[src/pwm_timing_calculator_macros.svh]
// Assertion macros shared by the PWM timing calculator RTL.
`ifndef PWM_TIMING_CALCULATOR_MACROS_SVH
`define PWM_TIMING_CALCULATOR_MACROS_SVH

// Same-cycle implication, sampled on clock, off during reset.
`define PWM_TC_ASSERT_NOW(label, ante, cons, msg) \
   label: assert property (@(posedge clock) disable iff (reset) (ante) |-> (cons)) \
      else $error(msg);

// Next-cycle implication, sampled on clock, off during reset.
`define PWM_TC_ASSERT_NEXT(label, ante, cons, msg) \
   label: assert property (@(posedge clock) disable iff (reset) (ante) |=> (cons)) \
      else $error(msg);

`endif

[src/pwm_tc_pkg.sv]
// Types, constants and prescaler ladder for the PWM timing calculator.
package pwm_tc_pkg;

   // Field widths
   localparam int unsigned CPU_W      = 8;
   localparam int unsigned PWM_W      = 24;
   localparam int unsigned DEAD_W     = 16;
   localparam int unsigned DUTY_W     = 14;
   localparam int unsigned CNT_W      = 16;
   localparam int unsigned CODE_W     = 3;
   localparam int unsigned KDIV_W     = 10;
   localparam int unsigned CSR_DATA_W = 24;
   localparam int unsigned CSR_IDX_W  = 2;

   // Timing unit widths
   localparam int unsigned CLKHZ_W    = 28;   // 255 MHz in Hz fits
   localparam int unsigned THR_W      = 27;   // 768 * 131060
   localparam int unsigned PROD_W     = 52;   // (pwm + 1) * threshold step
   localparam int unsigned NUM_W      = 28;   // divider dividend and quotient
   localparam int unsigned DEN_W      = 35;   // 2 * pwm * k
   localparam int unsigned DIV_CNT_W  = 5;

   // Compare lane widths
   localparam int unsigned LANE_PROD_W   = 30;
   localparam int unsigned RECIP_SHIFT   = 30;
   localparam int unsigned LANE_SCALED_W = 47;

   // Constants
   localparam int unsigned HZ_PER_MHZ  = 1000000;
   localparam int unsigned PERIOD_MAX  = 65530;
   localparam int unsigned THR_SCALE   = 2 * PERIOD_MAX;
   localparam int unsigned NS_PER_US   = 1000;
   localparam int unsigned DUTY_FULL   = 10000;
   localparam longint unsigned DUTY_RECIP = (64'd1 << RECIP_SHIFT) / DUTY_FULL;

   localparam logic [CNT_W-1:0] CNT_SAT = '1;

   // Prescaler ladder
   localparam int unsigned LADDER_LEN = 31;
   localparam int unsigned LADDER_IDX_W = 5;
   localparam logic [LADDER_IDX_W-1:0] LADDER_LAST = LADDER_IDX_W'(LADDER_LEN - 1);

   localparam logic [KDIV_W-1:0] LADDER_K [LADDER_LEN] = '{
      10'd1,   10'd2,   10'd4,   10'd6,   10'd8,   10'd10,  10'd12,  10'd14,
      10'd16,  10'd20,  10'd24,  10'd32,  10'd40,  10'd48,  10'd56,  10'd64,
      10'd80,  10'd96,  10'd112, 10'd128, 10'd144, 10'd160, 10'd192, 10'd224,
      10'd256, 10'd320, 10'd384, 10'd448, 10'd512, 10'd640, 10'd768
   };

   localparam logic [CODE_W-1:0] LADDER_HSP [LADDER_LEN] = '{
      3'd0, 3'd1, 3'd2, 3'd3, 3'd4, 3'd5, 3'd6, 3'd7,
      3'd0, 3'd5, 3'd3, 3'd0, 3'd5, 3'd6, 3'd7, 3'd0,
      3'd5, 3'd6, 3'd7, 3'd0, 3'd4, 3'd5, 3'd6, 3'd7,
      3'd4, 3'd5, 3'd6, 3'd7, 3'd4, 3'd5, 3'd6
   };

   localparam logic [CODE_W-1:0] LADDER_CLK [LADDER_LEN] = '{
      3'd0, 3'd0, 3'd0, 3'd0, 3'd0, 3'd0, 3'd0, 3'd0,
      3'd4, 3'd1, 3'd2, 3'd5, 3'd2, 3'd2, 3'd2, 3'd6,
      3'd3, 3'd3, 3'd3, 3'd7, 3'd4, 3'd4, 3'd4, 3'd4,
      3'd5, 3'd5, 3'd5, 3'd5, 3'd6, 3'd6, 3'd6
   };

   // Threshold step k * 2 * 65530 of a ladder entry
   function automatic logic [THR_W-1:0] ladder_thr(input logic [LADDER_IDX_W-1:0] idx);
      logic [31:0] full;
      full = 32'(LADDER_K[idx]) * 32'(THR_SCALE);
      return full[THR_W-1:0];
   endfunction

   typedef enum logic [CSR_IDX_W-1:0] {
      CSR_CPU_FREQ      = 2'd0,
      CSR_PWM_FREQ      = 2'd1,
      CSR_DEAD_TIME     = 2'd2,
      CSR_COMPLEMENTARY = 2'd3
   } csr_index_type;

   typedef enum logic [3:0] {
      SETUP_CLK,
      SETUP_SEL_MUL,
      SETUP_SEL_CMP,
      SETUP_PER_MUL,
      SETUP_PER_GO,
      SETUP_PER_WAIT,
      SETUP_DB_MUL,
      SETUP_DB_GO,
      SETUP_DB_WAIT,
      SETUP_READY
   } setup_state_type;

   typedef struct packed {
      logic [DUTY_W-1:0] duty_a;
      logic [DUTY_W-1:0] duty_b;
   } req_payload_type;

   typedef struct packed {
      logic [CNT_W-1:0]  period_count;
      logic [CODE_W-1:0] high_speed_div_code;
      logic [CODE_W-1:0] clock_div_code;
      logic [KDIV_W-1:0] total_divide;
      logic [CNT_W-1:0]  compare_a;
      logic [CNT_W-1:0]  compare_b;
      logic [CNT_W-1:0]  dead_band_count;
      logic              dead_band_mode;
      logic              saturated;
   } rsp_payload_type;

   // Timing words from the setup unit
   typedef struct packed {
      logic              ok;
      logic [CNT_W-1:0]  period;
      logic [CODE_W-1:0] hsp_code;
      logic [CODE_W-1:0] clk_code;
      logic [KDIV_W-1:0] k;
      logic [CNT_W-1:0]  dead;
      logic              mode;
      logic              sat;
   } timing_type;

   // Stage load strobes shared by the compare lanes
   typedef struct packed {
      logic ld1;
      logic ld2;
   } lane_ctl_type;

endpackage

[src/pwm_tc_lane.sv]
// One compare lane: period * (10000 - duty) / 10000 over two stages.
module pwm_tc_lane (
   input  logic                            clock,
   input  pwm_tc_pkg::lane_ctl_type        ctl,
   input  logic [pwm_tc_pkg::DUTY_W-1:0]   duty,
   input  logic [pwm_tc_pkg::CNT_W-1:0]    period,
   output logic [pwm_tc_pkg::CNT_W-1:0]    compare
);

   localparam logic [pwm_tc_pkg::DUTY_W-1:0] DUTY_TOP =
      pwm_tc_pkg::DUTY_W'(pwm_tc_pkg::DUTY_FULL);

   logic [pwm_tc_pkg::DUTY_W-1:0]        duty_clamp;
   logic [pwm_tc_pkg::DUTY_W-1:0]        duty_rest;
   logic [pwm_tc_pkg::LANE_PROD_W-1:0]   prod_ff, prod_in;
   logic [pwm_tc_pkg::LANE_PROD_W-1:0]   keep_ff;
   logic [pwm_tc_pkg::LANE_SCALED_W-1:0] scaled_ff, scaled_in;
   logic [pwm_tc_pkg::CNT_W-1:0]         quo_est;
   logic [pwm_tc_pkg::LANE_PROD_W-1:0]   rem_est;

   assign duty_clamp = (duty > DUTY_TOP) ? DUTY_TOP : duty;
   assign duty_rest  = DUTY_TOP - duty_clamp;
   assign prod_in    = pwm_tc_pkg::LANE_PROD_W'(period) *
                       pwm_tc_pkg::LANE_PROD_W'(duty_rest);
   assign scaled_in  = pwm_tc_pkg::LANE_SCALED_W'(prod_ff) *
                       pwm_tc_pkg::LANE_SCALED_W'(pwm_tc_pkg::DUTY_RECIP);

   always_ff @(posedge clock) begin
      if (ctl.ld1) begin
         prod_ff <= prod_in;
      end
      if (ctl.ld2) begin
         scaled_ff <= scaled_in;
         keep_ff   <= prod_ff;
      end
   end

   // reciprocal estimate is low by at most one; fix it from the remainder
   assign quo_est = scaled_ff[pwm_tc_pkg::RECIP_SHIFT +: pwm_tc_pkg::CNT_W];
   assign rem_est = keep_ff - pwm_tc_pkg::LANE_PROD_W'(quo_est) *
                              pwm_tc_pkg::LANE_PROD_W'(pwm_tc_pkg::DUTY_FULL);
   assign compare = (rem_est >= pwm_tc_pkg::LANE_PROD_W'(pwm_tc_pkg::DUTY_FULL)) ?
                    quo_est + 1'b1 : quo_est;

endmodule

[config.mk]
export PLATFORM = sky130hd
export DESIGN_NAME = pwm_tc_lane
export DESIGN_NICKNAME = d
export VERILOG_FILES = /design/src/pwm_timing_calculator_macros.svh /design/src/pwm_tc_pkg.sv /design/src/pwm_tc_lane.sv
export SDC_FILE = /design/constraint.sdc
export NUM_CORES = 1
export LEC_CHECK = 0
export BUFFER_PORTS_ARGS = -buffer_cell sky130_fd_sc_hd__buf_2
export CORE_UTILIZATION = 35
export DETAILED_ROUTE_END_ITERATION = 10
export GPL_TIMING_DRIVEN = 0
export PLACE_DENSITY = 0.61
export SKIP_CTS_REPAIR_TIMING = 1
export SLEW_MARGIN = 20
export SYNTH_ARGS = -nofsm -noshare
export SYNTH_HDL_FRONTEND = slang
export SYNTH_SLANG_ARGS = --single-unit
[constraint.sdc]
create_clock -name clock -period 9.7 [get_ports clock]
set_input_delay 0.97 -clock clock [delete_from_list [all_inputs] [get_ports clock]]
set_output_delay 0.97 -clock clock [all_outputs]
set_load 0.02 [all_outputs]
# After elaboration in Yosys (flattened, before gate mapping)
# Index checks and enable logic that the tools add are counted.
# word_totals
ff_bits	105
input_bits	33
output_inout_bits	16
wordCells	13
# classes
n_addsub	3
mul	3
magnitude_cmp	2
muxes	2
# ops
cell	n
30-bit by 16-bit multiplier with 45-bit output, second input constant	1
30-bit by 14-bit >= comparator with 1-bit output, second input constant	1
16-bit by 14-bit multiplier with 30-bit output	1
30-bit subtractor	1
16-bit by 10-bit multiplier with 26-bit output, second input constant	1
16-bit by 1-bit adder with 16-bit output, second input constant	1
16-bit 2-to-1 mux	1
14-bit > comparator, second input constant	1
14-bit 2-to-1 mux	1
14-bit subtractor, first input constant	1

# Longest topological paths before layout
# depth
depth_word	4
mapped_depth	37
depth_no_buf	34

# Least setup slack after synthesis
# No wires, ideal clock.
# synth_path
kind	input-to-reg
from	input port duty[0] (netlist name)
to	register prod_ff[28] (netlist name), data pin
setup_ps	258
t_arrival_ps	9003
required_time_ps	9442
slack_ps	440
stages	34
n_path_buf	3
cell_sequence	o41ai_2 a21oi_1 or3_1 nand2_1 clkbuf_1 and2_1 clkbuf_1 inv_1 ha_1 o21ai_0 o21ai_0 a221oi_2 clkbuf_1 nand2_1 fa_1 fa_1 inv_1 fa_1 fa_1 fa_1 inv_1 fa_1 inv_1 ha_1 a21o_1 a21o_1 a21oi_1 nand2_1 a211oi_1 o31ai_1 nor3_1 o21bai_1 a21oi_1 xnor2_1
# synth_via
elab_chain_len	4
# synth_lines
item	line	source
start, declared	pwm_tc_lane.sv:5	input logic [pwm_tc_pkg::DUTY_W-1:0] duty,
14-bit > comparator	pwm_tc_lane.sv:21	assign duty_clamp = (duty > DUTY_TOP) ? DUTY_TOP : duty;
14-bit 2-to-1 mux *	pwm_tc_lane.sv:21	
14-bit subtractor *	pwm_tc_lane.sv:22	assign duty_rest = DUTY_TOP - duty_clamp;
16-bit by 14-bit multiplier with 30-bit output *	pwm_tc_lane.sv:23	assign prod_in = pwm_tc_pkg::LANE_PROD_W'(period) *
via prod_in, one bit	pwm_tc_lane.sv:15	logic [pwm_tc_pkg::LANE_PROD_W-1:0] prod_ff, prod_in;
end signal, assigned	pwm_tc_lane.sv:30	prod_ff <= prod_in;
end, declared	pwm_tc_lane.sv:15	
# Mark *: on every way through the listed nets, which the timed path passes. The rest lies on a longest branch.
# A chain may end at the register's enable or synchronous reset.

# Worst setup path after layout
# layout_path
from	input port duty[6] (netlist name)
to	register prod_ff[28] (netlist name), data pin
# The elaborated chain is that of the path after synthesis.

==> run_results.csv <==
group,metric,value,unit
die,core,63100,µm²
timing,maxSlewViolCount,0,
timing,fin_worst_skew,0.0111,ns
setup_path,cp_common_cell,"fa_1",
placement,place.gp.congestion,0.939,
die,rows,92,
yosys,synth_edf_count,72,
yosys,yosys.area.top_type,"fa_1",
timing,max-slew-margin-rel,0.393,
yosys,yosysWarnings,0,
finish,drive_above_1_share,0.0495,
grt,grt_overflow,0,
timing,fin_crit_sh,0.971,
yosys,syn_inst,2329,
detailed_routing,first_pass_iters,5,
cts,cts_tree,"done",
die,io_pins,49,
cts,clk_latency,0.36,ns
cts,cts_root_buf,"clkbuf_16",
placement,dp_hpwl,46.9,mm
setup_path,rr_worst_depth,20,
flow_run,cap_violations,0,
grt,grt_use_total,0.170,
setup_path,worstPathRequired,9.82,ns
cts,clock_sinks,72,
finish,area_growth,8.22,%
timing,worst_pin_slew,0.911,ns
timing,final.min_clock_period,9.42,ns
die,die_x,255,µm
setup_path,critPathTopFamily,"adder cells",
grt,gr-usage-met1,0.216,
die,initial_utilization,0.354,
detailed_routing,via_per_inst,4.79,
setup_path,cp.arrival,9.54,ns
min_path,min_path_cells,0,
min_path,hold_class,"flop to flop",
placement,placed_area,23600,µm²
yosys,synth.yosys.seq_area_share,0.0967,
detailed_routing,drt_iter0_markers,820,
yosys,ys.flop_type,"edfxtp_1",
yosys,syn-num-nets,3131,
detailed_routing,wl_per_cell,16.3,µm
grt,antenna_found_initial,0,
setup_path,critical_path.max_stage_delay,0.54,ns
setup_path,crit_path_start_kind,"input port",
timing,clock.fmax,0.106,GHz
timing,setup_viol,0,
grt,busiest_layer,"met2",
setup_path,cp_num_buf_inv,8,
die,die_h,255,µm
grt,first_global_vias,16900,
cts,cts_buffer_depth,2,
cts,cts_made_buffers,9,
grt,grt_pass1_wl,86.1,mm
yosys,yosysTopAreaCellShare,0.365,
finish,num_antenna_cells,0,
yosys,synth.top_cells.by_area,"fa_1, ha_1, inv_1",
setup_path,crit_slowest_cell,"fa_1",
yosys,synth_area,22400,µm²
detailed_routing,drcViolationCount,0,
yosys,synth.avg_cell_area,9.60,µm²
yosys,synth_async_sr_flop_share,0,
cts,clkTransAtPathRegs,0.07,ns
timing,finalHoldViolations,0,
grt,grt_start_max_net_pins,43,
yosys,yosysUniqueCellTypes,76,
setup_path,crit_type,"input port to flop",
finish,fin_area,24200,µm²
cts,htreeDepth,3,
detailed_routing,final_antenna_net_count,0,
finish,layout.nets,3199,
detailed_routing,vias,15600,
yosys,synth.ff_latch_count,72,
grt,use_met3,0.0170,
setup_path,endpoint_kind,"flop",
die,dieArea,64900,µm²
setup_path,critical_path_depth,35,
setup_path,crit_fanout,10,
grt,grt.met2_usage,0.305,
detailed_routing,wirelength,52.9,mm
outcome,outcome,"finished clean",
placement,io_buffer_count,48,
==> sequential cells by signal, indices dropped and copies added, names as in the netlist <==
name       cells
scaled_ff     16
keep_ff       26
prod_ff       30
==> cell usage after synthesis, types with 44 or more instances <==
cell and number:
nor2_1 62, nand2_1 202, ha_1 361, xnor2_1 63
a21oi_1 75, a21o_1 44, fa_1 408, edfxtp_1 72
inv_1 600, and2_1 81, o21ai_0 47
==> worst register-to-register path, stage by stage, from the launching register on <==
cell and delay, ns:
edfxtp_1 0.54, ha_1 0.38, inv_1 0.13, fa_1 0.53, inv_1 0.05, fa_1 0.48
fa_1 0.55, inv_1 0.06, fa_1 0.49, fa_1 0.50, inv_1 0.04, ha_1 0.30
nand4_1 0.13, o211ai_1 0.30, a211oi_1 0.14, a21oi_1 0.31, nor2_1 0.13, o41ai_1 0.71
o41ai_1 0.25, o21bai_1 0.21, xor2_1 0.23
==> per-layer routing <==
| metal | vias to the layer above | wire [µm] |
|---|---|---|
| li1 | 7487 | - |
| met1 | 7765 | 23400 |
| met2 | 264 | 26700 |
| met3 | 52 | 1830 |
| met4 | 0 | 994 |
| met5 | - | 0 |
==> placed cells by master (no fill, tap or decap), drive strengths merged, types with 6 or more instances in the layout <==
cell type,n
xor2,32
a31oi,6
and3,18
a21oi,75
o21bai,10
o21ai,54
o21a,12
nor2b,8
a211oi,14
or2,7
xnor2,63
clkbuf,39
ha,361
a21o,44
nor3,22
o211ai,7
nand2,202
nand2b,10
nor2,63
fa,408
nand4,15
and2,81
buf,67
inv,601
edfxtp,72
nand3,24
==> path summary, 6_finish.rpt <==
kind              slack [ns]             to         from
setup reg to reg        3.09  scaled_ff[44]   prod_ff[9]
setup / recovery        0.28    prod_ff[28]      duty[6]
hold / removal          0.62    keep_ff[17]  prod_ff[17]
hold reg to reg         0.62    keep_ff[17]  prod_ff[17]
==> cell type report <==
cell class              count  area (µm²)
plain buffers              39         184
clock buffers               9         225
clock inverters             7         104
fillers                  6329       38900
inverters                 600        2250
multi-input cells        1617       17900
flip-flops and latches     72        2160
well taps                 846        1060
repair buffers             58         328
==> kinds of logic (layout without fill, tap and decap cells) <==
kind of cell	after synthesis	count (layout)	synth area share
buf+inv	640	713	0.108
xor+xnor	95	95	0.0372
flops	72	72	0.0967
mux	1	1	0.000448
compound gates	281	281	0.0874
simple gates	471	471	0.102
fa+ha+maj	769	769	0.568
==> through the flow <==
stage	hold slack, ns	util	cells	worst slack, ns	TNS [ns]
2_1_floorplan	0.482	-	2329	0.440	0
3_3_place_gp	0.597	0.375	3223	-1.50	-10.85
3_5_place_dp	0.602	0.375	3223	-1.67	-13.50
4_1_cts	0.618	0.380	3239	-1.29	-7.59
5_1_grt	0.623	0.383	3248	-0.0663	-0.0663
6_report	0.617	0.383	3248	0.278	0
Power is left out: the tool's default activity adds up to more than one toggle a clock period on the data nets, which glitch-free logic cannot reach.
