--- config.mk ---
export PLATFORM = sky130hd
export DESIGN_NAME = pwm_tc_setup
export DESIGN_NICKNAME = d
export VERILOG_FILES = /design/src/pwm_timing_calculator_macros.svh /design/src/pwm_tc_pkg.sv /design/src/pwm_tc_div.sv /design/src/pwm_tc_setup.sv
export SDC_FILE = /design/constraint.sdc
export NUM_CORES = 2
export LEC_CHECK = 0
export BUFFER_PORTS_ARGS = -buffer_cell sky130_fd_sc_hd__buf_2
export CAP_MARGIN = 20
export CORE_ASPECT_RATIO = 2
export CORE_MARGIN = 5
export CORE_UTILIZATION = 60
export CTS_BUF_LIST = sky130_fd_sc_hd__clkbuf_8
export DETAILED_ROUTE_END_ITERATION = 16
export PLACE_DENSITY = 0.75
export SETUP_SLACK_MARGIN = 0.2
export SYNTH_ARGS = -nofsm -noshare
export SYNTH_HDL_FRONTEND = slang
export SYNTH_SLANG_ARGS = --single-unit
--- constraint.sdc ---
create_clock -name clock -period 15.1 [get_ports clock]
set_clock_uncertainty 0.15 [all_clocks]
set_input_delay 0.755 -clock clock [delete_from_list [all_inputs] [get_ports clock]]
set_output_delay 0.755 -clock clock [all_outputs]
set_load 0.02 [all_outputs]
--- src/pwm_timing_calculator_macros.svh ---
// Assertion macros shared by the PWM timing calculator RTL.
`ifndef PWM_TIMING_CALCULATOR_MACROS_SVH
`define PWM_TIMING_CALCULATOR_MACROS_SVH

// Same-cycle implication, sampled on clock, off during reset.
`define PWM_TC_ASSERT_NOW(label, ante, cons, msg) \
   label: assert property (@(posedge clock) disable iff (reset) (ante) |-> (cons)) \
      else $error(msg);

// Next-cycle implication, sampled on clock, off during reset.
`define PWM_TC_ASSERT_NEXT(label, ante, cons, msg) \
   label: assert property (@(posedge clock) disable iff (reset) (ante) |=> (cons)) \
      else $error(msg);

`endif

--- src/pwm_tc_pkg.sv ---
// Types, constants and prescaler ladder for the PWM timing calculator.
package pwm_tc_pkg;

   // Field widths
   localparam int unsigned CPU_W      = 8;
   localparam int unsigned PWM_W      = 24;
   localparam int unsigned DEAD_W     = 16;
   localparam int unsigned DUTY_W     = 14;
   localparam int unsigned CNT_W      = 16;
   localparam int unsigned CODE_W     = 3;
   localparam int unsigned KDIV_W     = 10;
   localparam int unsigned CSR_DATA_W = 24;
   localparam int unsigned CSR_IDX_W  = 2;

   // Timing unit widths
   localparam int unsigned CLKHZ_W    = 28;   // 255 MHz in Hz fits
   localparam int unsigned THR_W      = 27;   // 768 * 131060
   localparam int unsigned PROD_W     = 52;   // (pwm + 1) * threshold step
   localparam int unsigned NUM_W      = 28;   // divider dividend and quotient
   localparam int unsigned DEN_W      = 35;   // 2 * pwm * k
   localparam int unsigned DIV_CNT_W  = 5;

   // Compare lane widths
   localparam int unsigned LANE_PROD_W   = 30;
   localparam int unsigned RECIP_SHIFT   = 30;
   localparam int unsigned LANE_SCALED_W = 47;

   // Constants
   localparam int unsigned HZ_PER_MHZ  = 1000000;
   localparam int unsigned PERIOD_MAX  = 65530;
   localparam int unsigned THR_SCALE   = 2 * PERIOD_MAX;
   localparam int unsigned NS_PER_US   = 1000;
   localparam int unsigned DUTY_FULL   = 10000;
   localparam longint unsigned DUTY_RECIP = (64'd1 << RECIP_SHIFT) / DUTY_FULL;

   localparam logic [CNT_W-1:0] CNT_SAT = '1;

   // Prescaler ladder
   localparam int unsigned LADDER_LEN = 31;
   localparam int unsigned LADDER_IDX_W = 5;
   localparam logic [LADDER_IDX_W-1:0] LADDER_LAST = LADDER_IDX_W'(LADDER_LEN - 1);

   localparam logic [KDIV_W-1:0] LADDER_K [LADDER_LEN] = '{
      10'd1,   10'd2,   10'd4,   10'd6,   10'd8,   10'd10,  10'd12,  10'd14,
      10'd16,  10'd20,  10'd24,  10'd32,  10'd40,  10'd48,  10'd56,  10'd64,
      10'd80,  10'd96,  10'd112, 10'd128, 10'd144, 10'd160, 10'd192, 10'd224,
      10'd256, 10'd320, 10'd384, 10'd448, 10'd512, 10'd640, 10'd768
   };

   localparam logic [CODE_W-1:0] LADDER_HSP [LADDER_LEN] = '{
      3'd0, 3'd1, 3'd2, 3'd3, 3'd4, 3'd5, 3'd6, 3'd7,
      3'd0, 3'd5, 3'd3, 3'd0, 3'd5, 3'd6, 3'd7, 3'd0,
      3'd5, 3'd6, 3'd7, 3'd0, 3'd4, 3'd5, 3'd6, 3'd7,
      3'd4, 3'd5, 3'd6, 3'd7, 3'd4, 3'd5, 3'd6
   };

   localparam logic [CODE_W-1:0] LADDER_CLK [LADDER_LEN] = '{
      3'd0, 3'd0, 3'd0, 3'd0, 3'd0, 3'd0, 3'd0, 3'd0,
      3'd4, 3'd1, 3'd2, 3'd5, 3'd2, 3'd2, 3'd2, 3'd6,
      3'd3, 3'd3, 3'd3, 3'd7, 3'd4, 3'd4, 3'd4, 3'd4,
      3'd5, 3'd5, 3'd5, 3'd5, 3'd6, 3'd6, 3'd6
   };

   // Threshold step k * 2 * 65530 of a ladder entry
   function automatic logic [THR_W-1:0] ladder_thr(input logic [LADDER_IDX_W-1:0] idx);
      logic [31:0] full;
      full = 32'(LADDER_K[idx]) * 32'(THR_SCALE);
      return full[THR_W-1:0];
   endfunction

   typedef enum logic [CSR_IDX_W-1:0] {
      CSR_CPU_FREQ      = 2'd0,
      CSR_PWM_FREQ      = 2'd1,
      CSR_DEAD_TIME     = 2'd2,
      CSR_COMPLEMENTARY = 2'd3
   } csr_index_type;

   typedef enum logic [3:0] {
      SETUP_CLK,
      SETUP_SEL_MUL,
      SETUP_SEL_CMP,
      SETUP_PER_MUL,
      SETUP_PER_GO,
      SETUP_PER_WAIT,
      SETUP_DB_MUL,
      SETUP_DB_GO,
      SETUP_DB_WAIT,
      SETUP_READY
   } setup_state_type;

   typedef struct packed {
      logic [DUTY_W-1:0] duty_a;
      logic [DUTY_W-1:0] duty_b;
   } req_payload_type;

   typedef struct packed {
      logic [CNT_W-1:0]  period_count;
      logic [CODE_W-1:0] high_speed_div_code;
      logic [CODE_W-1:0] clock_div_code;
      logic [KDIV_W-1:0] total_divide;
      logic [CNT_W-1:0]  compare_a;
      logic [CNT_W-1:0]  compare_b;
      logic [CNT_W-1:0]  dead_band_count;
      logic              dead_band_mode;
      logic              saturated;
   } rsp_payload_type;

   // Timing words from the setup unit
   typedef struct packed {
      logic              ok;
      logic [CNT_W-1:0]  period;
      logic [CODE_W-1:0] hsp_code;
      logic [CODE_W-1:0] clk_code;
      logic [KDIV_W-1:0] k;
      logic [CNT_W-1:0]  dead;
      logic              mode;
      logic              sat;
   } timing_type;

   // Stage load strobes shared by the compare lanes
   typedef struct packed {
      logic ld1;
      logic ld2;
   } lane_ctl_type;

endpackage

--- src/pwm_tc_div.sv ---
// Restoring divider, one quotient bit per cycle.
module pwm_tc_div (
   input  logic                          clock,
   input  logic                          reset,
   input  logic                          start,
   input  logic [pwm_tc_pkg::NUM_W-1:0]  num,
   input  logic [pwm_tc_pkg::DEN_W-1:0]  den,
   output logic                          done,
   output logic [pwm_tc_pkg::NUM_W-1:0]  quot
);

   localparam logic [pwm_tc_pkg::DIV_CNT_W-1:0] CNT_LAST =
      pwm_tc_pkg::DIV_CNT_W'(pwm_tc_pkg::NUM_W - 1);

   logic                                busy_ff, busy_in;
   logic                                done_ff, done_in;
   logic [pwm_tc_pkg::DIV_CNT_W-1:0]    cnt_ff, cnt_in;
   logic [pwm_tc_pkg::DEN_W-1:0]        rem_ff, rem_in;
   logic [pwm_tc_pkg::DEN_W-1:0]        den_ff, den_in;
   logic [pwm_tc_pkg::NUM_W-1:0]        quo_ff, quo_in;
   logic [pwm_tc_pkg::DEN_W:0]          rem_sh;
   logic [pwm_tc_pkg::DEN_W:0]          rem_sub;

   always_comb begin
      busy_in = busy_ff;
      done_in = 1'b0;
      cnt_in  = cnt_ff;
      rem_in  = rem_ff;
      den_in  = den_ff;
      quo_in  = quo_ff;
      rem_sh  = {rem_ff, quo_ff[pwm_tc_pkg::NUM_W-1]};
      rem_sub = rem_sh - {1'b0, den_ff};
      if (start) begin
         busy_in = 1'b1;
         cnt_in  = '0;
         rem_in  = '0;
         den_in  = den;
         quo_in  = num;
      end else if (busy_ff) begin
         // shift in the next dividend bit, keep the difference if it fits
         if (rem_sh >= {1'b0, den_ff}) begin
            rem_in = rem_sub[pwm_tc_pkg::DEN_W-1:0];
            quo_in = {quo_ff[pwm_tc_pkg::NUM_W-2:0], 1'b1};
         end else begin
            rem_in = rem_sh[pwm_tc_pkg::DEN_W-1:0];
            quo_in = {quo_ff[pwm_tc_pkg::NUM_W-2:0], 1'b0};
         end
         cnt_in = cnt_ff + 1'b1;
         if (cnt_ff == CNT_LAST) begin
            busy_in = 1'b0;
            done_in = 1'b1;
         end
      end
   end

   always_ff @(posedge clock) begin
      if (reset) begin
         busy_ff <= 1'b0;
         done_ff <= 1'b0;
         cnt_ff  <= '0;
      end else begin
         busy_ff <= busy_in;
         done_ff <= done_in;
         cnt_ff  <= cnt_in;
      end
      rem_ff <= rem_in;
      den_ff <= den_in;
      quo_ff <= quo_in;
   end

   assign done = done_ff;
   assign quot = quo_ff;

endmodule

--- src/pwm_tc_setup.sv ---
// Configuration registers and timing-word sequencer (prescaler, period, dead band).
module pwm_tc_setup (
   input  logic                               clock,
   input  logic                               reset,
   input  logic                               csr_we,
   input  logic [pwm_tc_pkg::CSR_IDX_W-1:0]   csr_index,
   input  logic [pwm_tc_pkg::CSR_DATA_W-1:0]  csr_wdata,
   output pwm_tc_pkg::timing_type             timing
);

   pwm_tc_pkg::setup_state_type state_ff, state_in;

   logic [pwm_tc_pkg::CPU_W-1:0]        cpu_ff, cpu_in;
   logic [pwm_tc_pkg::PWM_W-1:0]        pwm_ff, pwm_in;
   logic [pwm_tc_pkg::DEAD_W-1:0]       dead_ns_ff, dead_ns_in;
   logic                                comp_ff, comp_in;

   logic [pwm_tc_pkg::CLKHZ_W-1:0]      clk_hz_ff, clk_hz_in;
   logic [pwm_tc_pkg::LADDER_IDX_W-1:0] idx_ff, idx_in;
   logic [pwm_tc_pkg::PROD_W-1:0]       prod_ff, prod_in;
   logic [pwm_tc_pkg::NUM_W-1:0]        num_ff, num_in;
   logic [pwm_tc_pkg::DEN_W-1:0]        den_ff, den_in;
   logic [pwm_tc_pkg::CNT_W-1:0]        period_ff, period_in;
   logic [pwm_tc_pkg::CNT_W-1:0]        dead_ff, dead_in;
   logic                                sat_ff, sat_in;

   logic                                div_start;
   logic                                div_done;
   logic [pwm_tc_pkg::NUM_W-1:0]        div_quot;
   logic                                quot_big;
   logic [pwm_tc_pkg::CNT_W-1:0]        quot_clip;
   logic [pwm_tc_pkg::KDIV_W-1:0]       k_sel;
   logic [pwm_tc_pkg::PWM_W:0]          pwm_plus1;

   assign k_sel     = pwm_tc_pkg::LADDER_K[idx_ff];
   assign pwm_plus1 = {1'b0, pwm_ff} + 1'b1;
   assign quot_big  = |div_quot[pwm_tc_pkg::NUM_W-1:pwm_tc_pkg::CNT_W];
   assign quot_clip = quot_big ? pwm_tc_pkg::CNT_SAT : div_quot[pwm_tc_pkg::CNT_W-1:0];

   always_comb begin
      state_in   = state_ff;
      cpu_in     = cpu_ff;
      pwm_in     = pwm_ff;
      dead_ns_in = dead_ns_ff;
      comp_in    = comp_ff;
      clk_hz_in  = clk_hz_ff;
      idx_in     = idx_ff;
      prod_in    = prod_ff;
      num_in     = num_ff;
      den_in     = den_ff;
      period_in  = period_ff;
      dead_in    = dead_ff;
      sat_in     = sat_ff;
      div_start  = 1'b0;

      unique case (state_ff)
         pwm_tc_pkg::SETUP_CLK: begin
            clk_hz_in = pwm_tc_pkg::CLKHZ_W'(cpu_ff) *
                        pwm_tc_pkg::CLKHZ_W'(pwm_tc_pkg::HZ_PER_MHZ);
            idx_in    = '0;
            state_in  = pwm_tc_pkg::SETUP_SEL_MUL;
         end
         pwm_tc_pkg::SETUP_SEL_MUL: begin
            prod_in  = pwm_tc_pkg::PROD_W'(pwm_plus1) *
                       pwm_tc_pkg::PROD_W'(pwm_tc_pkg::ladder_thr(idx_ff));
            state_in = pwm_tc_pkg::SETUP_SEL_CMP;
         end
         pwm_tc_pkg::SETUP_SEL_CMP: begin
            // step qualifies when pwm >= floor(clk / thr), i.e. clk < (pwm + 1) * thr
            if ((pwm_tc_pkg::PROD_W'(clk_hz_ff) < prod_ff) ||
                (idx_ff == pwm_tc_pkg::LADDER_LAST)) begin
               state_in = pwm_tc_pkg::SETUP_PER_MUL;
            end else begin
               idx_in   = idx_ff + 1'b1;
               state_in = pwm_tc_pkg::SETUP_SEL_MUL;
            end
         end
         pwm_tc_pkg::SETUP_PER_MUL: begin
            // zero pwm gives a zero divisor, the quotient then reads all ones and clips
            num_in   = pwm_tc_pkg::NUM_W'(clk_hz_ff);
            den_in   = (pwm_tc_pkg::DEN_W'(pwm_ff) * pwm_tc_pkg::DEN_W'(k_sel)) << 1;
            state_in = pwm_tc_pkg::SETUP_PER_GO;
         end
         pwm_tc_pkg::SETUP_PER_GO: begin
            div_start = 1'b1;
            state_in  = pwm_tc_pkg::SETUP_PER_WAIT;
         end
         pwm_tc_pkg::SETUP_PER_WAIT: begin
            if (div_done) begin
               period_in = quot_clip;
               sat_in    = quot_big;
               state_in  = pwm_tc_pkg::SETUP_DB_MUL;
            end
         end
         pwm_tc_pkg::SETUP_DB_MUL: begin
            num_in   = pwm_tc_pkg::NUM_W'(dead_ns_ff) * pwm_tc_pkg::NUM_W'(cpu_ff);
            den_in   = pwm_tc_pkg::DEN_W'(k_sel) * pwm_tc_pkg::DEN_W'(pwm_tc_pkg::NS_PER_US);
            state_in = pwm_tc_pkg::SETUP_DB_GO;
         end
         pwm_tc_pkg::SETUP_DB_GO: begin
            div_start = 1'b1;
            state_in  = pwm_tc_pkg::SETUP_DB_WAIT;
         end
         pwm_tc_pkg::SETUP_DB_WAIT: begin
            if (div_done) begin
               dead_in  = quot_clip;
               sat_in   = sat_ff | quot_big;
               state_in = pwm_tc_pkg::SETUP_READY;
            end
         end
         pwm_tc_pkg::SETUP_READY: begin
            state_in = pwm_tc_pkg::SETUP_READY;
         end
         default: begin
            state_in = pwm_tc_pkg::SETUP_CLK;
         end
      endcase

      // any register write restarts the calculation
      if (csr_we) begin
         unique case (pwm_tc_pkg::csr_index_type'(csr_index))
            pwm_tc_pkg::CSR_CPU_FREQ:      cpu_in     = csr_wdata[pwm_tc_pkg::CPU_W-1:0];
            pwm_tc_pkg::CSR_PWM_FREQ:      pwm_in     = csr_wdata[pwm_tc_pkg::PWM_W-1:0];
            pwm_tc_pkg::CSR_DEAD_TIME:     dead_ns_in = csr_wdata[pwm_tc_pkg::DEAD_W-1:0];
            pwm_tc_pkg::CSR_COMPLEMENTARY: comp_in    = csr_wdata[0];
            default: ;
         endcase
         state_in = pwm_tc_pkg::SETUP_CLK;
      end
   end

   always_ff @(posedge clock) begin
      if (reset) begin
         state_ff   <= pwm_tc_pkg::SETUP_CLK;
         cpu_ff     <= pwm_tc_pkg::CPU_W'(150);
         pwm_ff     <= pwm_tc_pkg::PWM_W'(10000);
         dead_ns_ff <= '0;
         comp_ff    <= 1'b0;
      end else begin
         state_ff   <= state_in;
         cpu_ff     <= cpu_in;
         pwm_ff     <= pwm_in;
         dead_ns_ff <= dead_ns_in;
         comp_ff    <= comp_in;
      end
      clk_hz_ff <= clk_hz_in;
      idx_ff    <= idx_in;
      prod_ff   <= prod_in;
      num_ff    <= num_in;
      den_ff    <= den_in;
      period_ff <= period_in;
      dead_ff   <= dead_in;
      sat_ff    <= sat_in;
   end

   pwm_tc_div u_div (
      .clock (clock),
      .reset (reset),
      .start (div_start),
      .num   (num_ff),
      .den   (den_ff),
      .done  (div_done),
      .quot  (div_quot)
   );

   assign timing.ok       = (state_ff == pwm_tc_pkg::SETUP_READY);
   assign timing.period   = period_ff;
   assign timing.hsp_code = pwm_tc_pkg::LADDER_HSP[idx_ff];
   assign timing.clk_code = pwm_tc_pkg::LADDER_CLK[idx_ff];
   assign timing.k        = k_sel;
   assign timing.dead     = dead_ff;
   assign timing.mode     = comp_ff;
   assign timing.sat      = sat_ff;

endmodule

== Yosys cells after proc, flatten, opt, wreduce, memory -nomap -nowiden ==
Memory sizes are Yosys's and may differ from the RTL's.
Cells that the tools add are included.
Widths: inputs -> output; s select.
Word-level totals
  register bits: 331
  word-level logic and storage cells: 103
  memory bits (read-only): 512
  memories kept: 3
  input port bits: 29
Cells by class
  mux-type cells: 27
  $add $sub $neg: 4
  order comparisons: 3
  eq/ne operators: 17
  bitwise operators: 3
  multiply operators: 6
  reduce and logical (&&, ||, !) cells: 21
Memories
  (no name shown): words 32, width 10, rd ports 1, clocked after Yosys merged registers in 0, wr ports 0, RTL line pwm_tc_pkg.sv:67  | full = 32'(LADDER_K[idx]) * 32'(THR_SCALE);
  (no name shown): words 32, width 3, rd ports 1, clocked after Yosys merged registers in 0, wr ports 0, RTL line pwm_tc_setup.sv:169  | assign timing.clk_code = pwm_tc_pkg::LADDER_CLK[idx_ff];
  (no name shown): words 32, width 3, rd ports 1, clocked after Yosys merged registers in 0, wr ports 0, RTL line pwm_tc_setup.sv:168  | assign timing.hsp_code = pwm_tc_pkg::LADDER_HSP[idx_ff];
Operators with widths (count)
  $pmux 35 s2: 1
  $mux 28: 2
  $pmux 28 s2: 1
  $lt 28x52->1: 1
  $mul 25x25->50: 1
  $pmux 4 s10: 1
  $ge 36x35->1: 1
  $mux 35: 1
  $sub 35x35->35: 1
  $mul 24x10->34: 1
  $add 24x1->25 const B: 1
  $mul 10x15->25 const B: 1
  $mul 16x8->24: 1
  $mul 8x14->22 const B: 1
  $mux 10: 2
  $mul 10x7->17 const B: 1
  $eq 4x3->1 const B: 4
  $mux 16: 1
  $reduce_and 2->1: 8
  $mux 3: 4
  $reduce_or 12->1: 1
  $add 5x1->5 const B: 2
  $eq 5x5->1 const B: 2
  $pmux 5 s2: 1
  other kinds (23): 40

== Depth between registers and ports, before layout ==
  depth in word-level cells: 6
  depth in mapped cells: 53
  gate-level depth less buffers: 51

== Hierarchy ==
Synthesis repeated with hierarchy kept, for this count alone.
Unflattened totals
  cells, all modules: 5685
  area total of the unflattened synthesis: 52816.9 µm²
Modules (own cells, without submodules)
  pwm_tc_setup: area each 46747.3 µm², seq. area each 6226.0 µm², instances 1, cells each 5090
  pwm_tc_div: area each 6069.6 µm², seq. area each 2732.6 µm², instances 1, cells each 595

== Least setup slack after synthesis ==
Ideal clock, no wire load.
  kind: flip-flop to flip-flop
  from: register idx_ff[1] in the netlist's numbering
  to: register prod_ff[44] in the netlist's numbering, data pin
  data arrival time: 12879 ps
  setup slack: 1810 ps
  setup time: 261 ps
  cell stages (with the launch flop): 49
  period minus slack after synthesis: 13290 ps
  cells stage by stage: edfxtp_1 ha_1 inv_1 ha_1 nor2b_1 a311oi_1 clkbuf_1 inv_1 fa_1 fa_1 inv_1 ha_1 xor2_1 fa_1 inv_1 fa_1 inv_1 ha_1 (+13 left out) fa_1 fa_1 fa_1 inv_1 fa_1 inv_1 ha_1 clkbuf_1 a21oi_1 o21ai_0 a221oi_1 nand2_1 a21o_1 a41o_1 a41o_1 a21o_1 a21o_1 xor2_1
RTL lines
  from (decl): RTL line pwm_tc_setup.sv:19  | logic [pwm_tc_pkg::LADDER_IDX_W-1:0] idx_ff, idx_in;
  from (signal assigned): RTL line pwm_tc_setup.sv:147  | idx_ff <= idx_in;
  to (signal assigned): RTL line pwm_tc_setup.sv:148  | prod_ff <= prod_in;
  to (decl): RTL line pwm_tc_setup.sv:20  | logic [pwm_tc_pkg::PROD_W-1:0] prod_ff, prod_in;

== Worst setup path after layout ==
  from: register idx_ff[2] in the netlist's numbering
  to: register prod_ff[50] in the netlist's numbering, data pin
Between the ends
  longest elaborated chain between the ends: 6
Ends and longest elaborated chain
  $not 5->6 (not written as such): RTL line pwm_tc_pkg.sv:67
  $mem_v2 32x10
  $mux 10 (not written as such) (2 in series): RTL line pwm_tc_pkg.sv:67
  $mul 10x15->25: RTL line pwm_tc_pkg.sv:67
  $mul 25x25->50: RTL line pwm_tc_setup.sv:64  | prod_in = pwm_tc_pkg::PROD_W'(pwm_plus1) *
No other way between the ends. The select of a mux whose other input is x is not followed.
A chain may end at the register's enable or synchronous reset.

==> flow_metrics.tcl <==
set metrics [dict create \
    status "finished clean" \
    hold_viol_final 0 \
    fin_area_um2 55700 \
    clk_latency_ns 0.70 \
    crit_arrival_ns 14.19 \
    netlist_top_cells_area "fa_1 33%, edfxtp_1 13%, ha_1 13%" \
    fp.dieH_um 428 \
    startpoint_type "register" \
    drive_gt1_share_pct 6.54 \
    max_clock_freq_ghz 0.0720 \
    die_w_um 219 \
    syn_nets 7112 \
    rrSetupSlack_ns 1.21 \
    fp-row-count 153 \
    netlist_area_um2 52400 \
    tns_ns 0 \
    reg2reg_depth 49 \
    first_global_vias 44400 \
    synthArstFlopShare_pct 0 \
    fill_cells 7292 \
    post_cts_buffers 0 \
    synthTopCellsByCount "1041 x inv_1, 871 x fa_1, 857 x nand2_1" \
    synth-seq-cells 329 \
    synth-adder-area-share_pct 45.9 \
    synth_top_area_cell "fa_1" \
    core-area_um2 86700 \
    crit_top_cell "fa_1" \
    viasPerCell 5.89 \
    yosys_warnings 0 \
    synth_mux_area_share_pct 0.562 \
    slew_violations 0 \
    place.detailed.hpwl_um 122000 \
    area_growth_pct 6.36 \
    min_from "csr_wdata[14]" \
    register_area_um2 8930 \
    yosysSeqAreaShare_pct 17.1 \
    first_pass_iters 8 \
    cts_sinks 329 \
    synth.most_common_cell "inv_1" \
    placedInstanceArea_um2 54400 \
    dieArea_um2 93600 \
    vias 40600 \
    synthDominantCellAreaShare_pct 33.3 \
    ys.flop_type "edfxtp_1" \
    routedWlPerCell_um 22.0 \
    rsz0062_at_grt "no" \
    hold_class "primary input to register" \
    reg2reg_to "prod_ff[50]" \
    worstMarginPinSlew_ns 1.13 \
    period_share_pct 92.0 \
    synth.distinct_cells 88 \
    netlist_instances 5687 \
    grt_max_degree 82 \
    hold_buffers 0 \
    io_pins 80 \
    drt_iter0_markers 2484 \
    hold_end "dead_ns_ff[14]" \
    post_cts_resized 0 \
    cts_buffer_depth 3 \
    nNetsFinal 7119 \
    synth-simple-area-share_pct 15.2 \
    clk_pin_slew_ns 0.07 \
    cpMaxStageDelayCell "fa_1" \
    cp_data_required_time_ns 15.40 \
    cts-root-buf "clkbuf_8" \
    period_minus_slack_ns 13.89 \
    maxSlewHeadroom_pct 24.1 \
    start_util_pct 60.4 \
    rr_startpoint "idx_ff[2]" \
    hold_depth 3 \
    synth-compound-area-share_pct 7.95 \
    syn_area_per_cell_um2 9.21 \
    antenna_found_initial 1 \
    numCtsBuffers 49 \
    grt_use_total_pct 33.1 \
    ant_nets 0 \
    synth-xor-area-share_pct 4.00 \
    maxCapViolations 0 \
    io_buffers 79 \
    max_stage_delay_ns 0.56 \
    multi_input_area_um2 38800 \
    grt_pass1_wl_um 236000 \
    worstPathMaxFanout 21 \
    cp-end-kind "register" \
    crit_type "register to register" \
    wirelength_um 152000 \
    place.gp.congestion 1.04 \
    cts_max_level 2 \
    setup_viol 0 \
    overflow 0 \
    synth_top_family_by_area "adder cells" \
    cts_tree "built" \
    drc_errors 0 \
    synth-edff-count 234 \
]
## metal layers
metal  track usage (%)  vias up  part of all wire (%)
met5                 0        -                     0
met4              30.2        0                    12
met3              4.87      898                   5.9
met2              61.0     1790                    53
met1              30.7    20200                    30
li1                  -    17800                     -
## cell type report
cell class                      count  area share [%]
Antenna cell                        2         0.00899
Clock inverter                     30           0.683
Tap cell                         1162            2.61
Inverter                         1048            7.06
Timing Repair Buffer              199            2.40
Sequential cell                   329            16.0
Multi-Input combinational cell   4067            69.7
Clock buffer                       62            1.53
## logic make-up (layout without fill, tap and decap cells)
family	Yosys count	after routing
fa+ha+maj	1396	1396
simple gates	1749	1749
compound gates	660	660
other cells	0	2
flops	329	329
buf+inv	1291	1339
xor+xnor	234	234
mux	28	28
## metrics by stage
| stage | hold slack, ns | setup slack, ns | instances | util [%] |
|---|---|---|---|---|
| after global routing | 0.174 | 0.493 | 6898 | 64.2 |
| after floorplan | 0.250 | 1.81 | 5687 | - |
| final | 0.180 | 1.21 | 6899 | 64.2 |
| after CTS | 0.138 | 1.25 | 6891 | 64.1 |
| after detailed placement | 0.255 | 1.23 | 6799 | 62.7 |
| after global placement | 0.251 | 1.45 | 6799 | 62.7 |
## state kept, by name (all words and copies together) (netlist names)
| register | flops |
|---|---|
| prod_ff | 50 |
| u_div.rem_ff | 35 |
| den_ff | 34 |
| u_div.den_ff | 34 |
| num_ff | 28 |
| u_div.quot | 28 |
| pwm_ff | 24 |
| clk_hz_ff | 22 |
| dead_ff | 16 |
| dead_ns_ff | 16 |
| period_ff | 16 |
| cpu_ff | 8 |
| idx_ff | 5 |
| u_div.cnt_ff | 5 |
| state_ff | 4 |
| comp_ff | 1 |
| sat_ff | 1 |
| u_div.busy_ff | 1 |
| u_div.done | 1 |
## cell usage in the layout (no fill, tap or decap), drive strengths merged, types with 28 or more instances in the layout
cell / instances
edfxtp: 234
nand3: 35
o21ai: 160
nand2b: 63
nor2b: 58
xor2: 92
o21a: 29
o21bai: 39
nand4: 28
xnor2: 142
ha: 525
fa: 871
and3: 31
buf: 199
inv: 1052
dfxtp: 95
a21o: 72
and2: 226
nor3: 42
clkbuf: 62
a21oi: 221
nand2: 857
nor2: 326
## how the worst max path moves through the flow
stage | from | to | slack (ns) | cells past startpoint
2_1_floorplan | idx_ff[1] | prod_ff[44] | 1.81 | 48
5_1_grt | idx_ff[4] | prod_ff[44] | 0.49 | 40
6_report | idx_ff[2] | prod_ff[50] | 1.21 | 49
4_1_cts | idx_ff[2] | prod_ff[44] | 1.25 | 49
3_3_place_gp | idx_ff[2] | prod_ff[44] | 1.45 | 49
3_5_place_dp | idx_ff[2] | prod_ff[44] | 1.23 | 49
## worst max-delay path, delay by kind of cell, from the launching register on
kind,cells,cell delay (ns)
AND/OR/NAND/NOR,9,1.55
flip-flops,1,0.33
buffers and inverters,12,1.86
multiplexers,1,0.11
adder cells (fa/ha/maj),15,6.83
XOR/XNOR,2,0.28
AO/OA/AOI/OAI,10,2.55
Power is left out: the tool's default activity adds up to more than one toggle a clock period on the data nets, which glitch-free logic cannot reach.
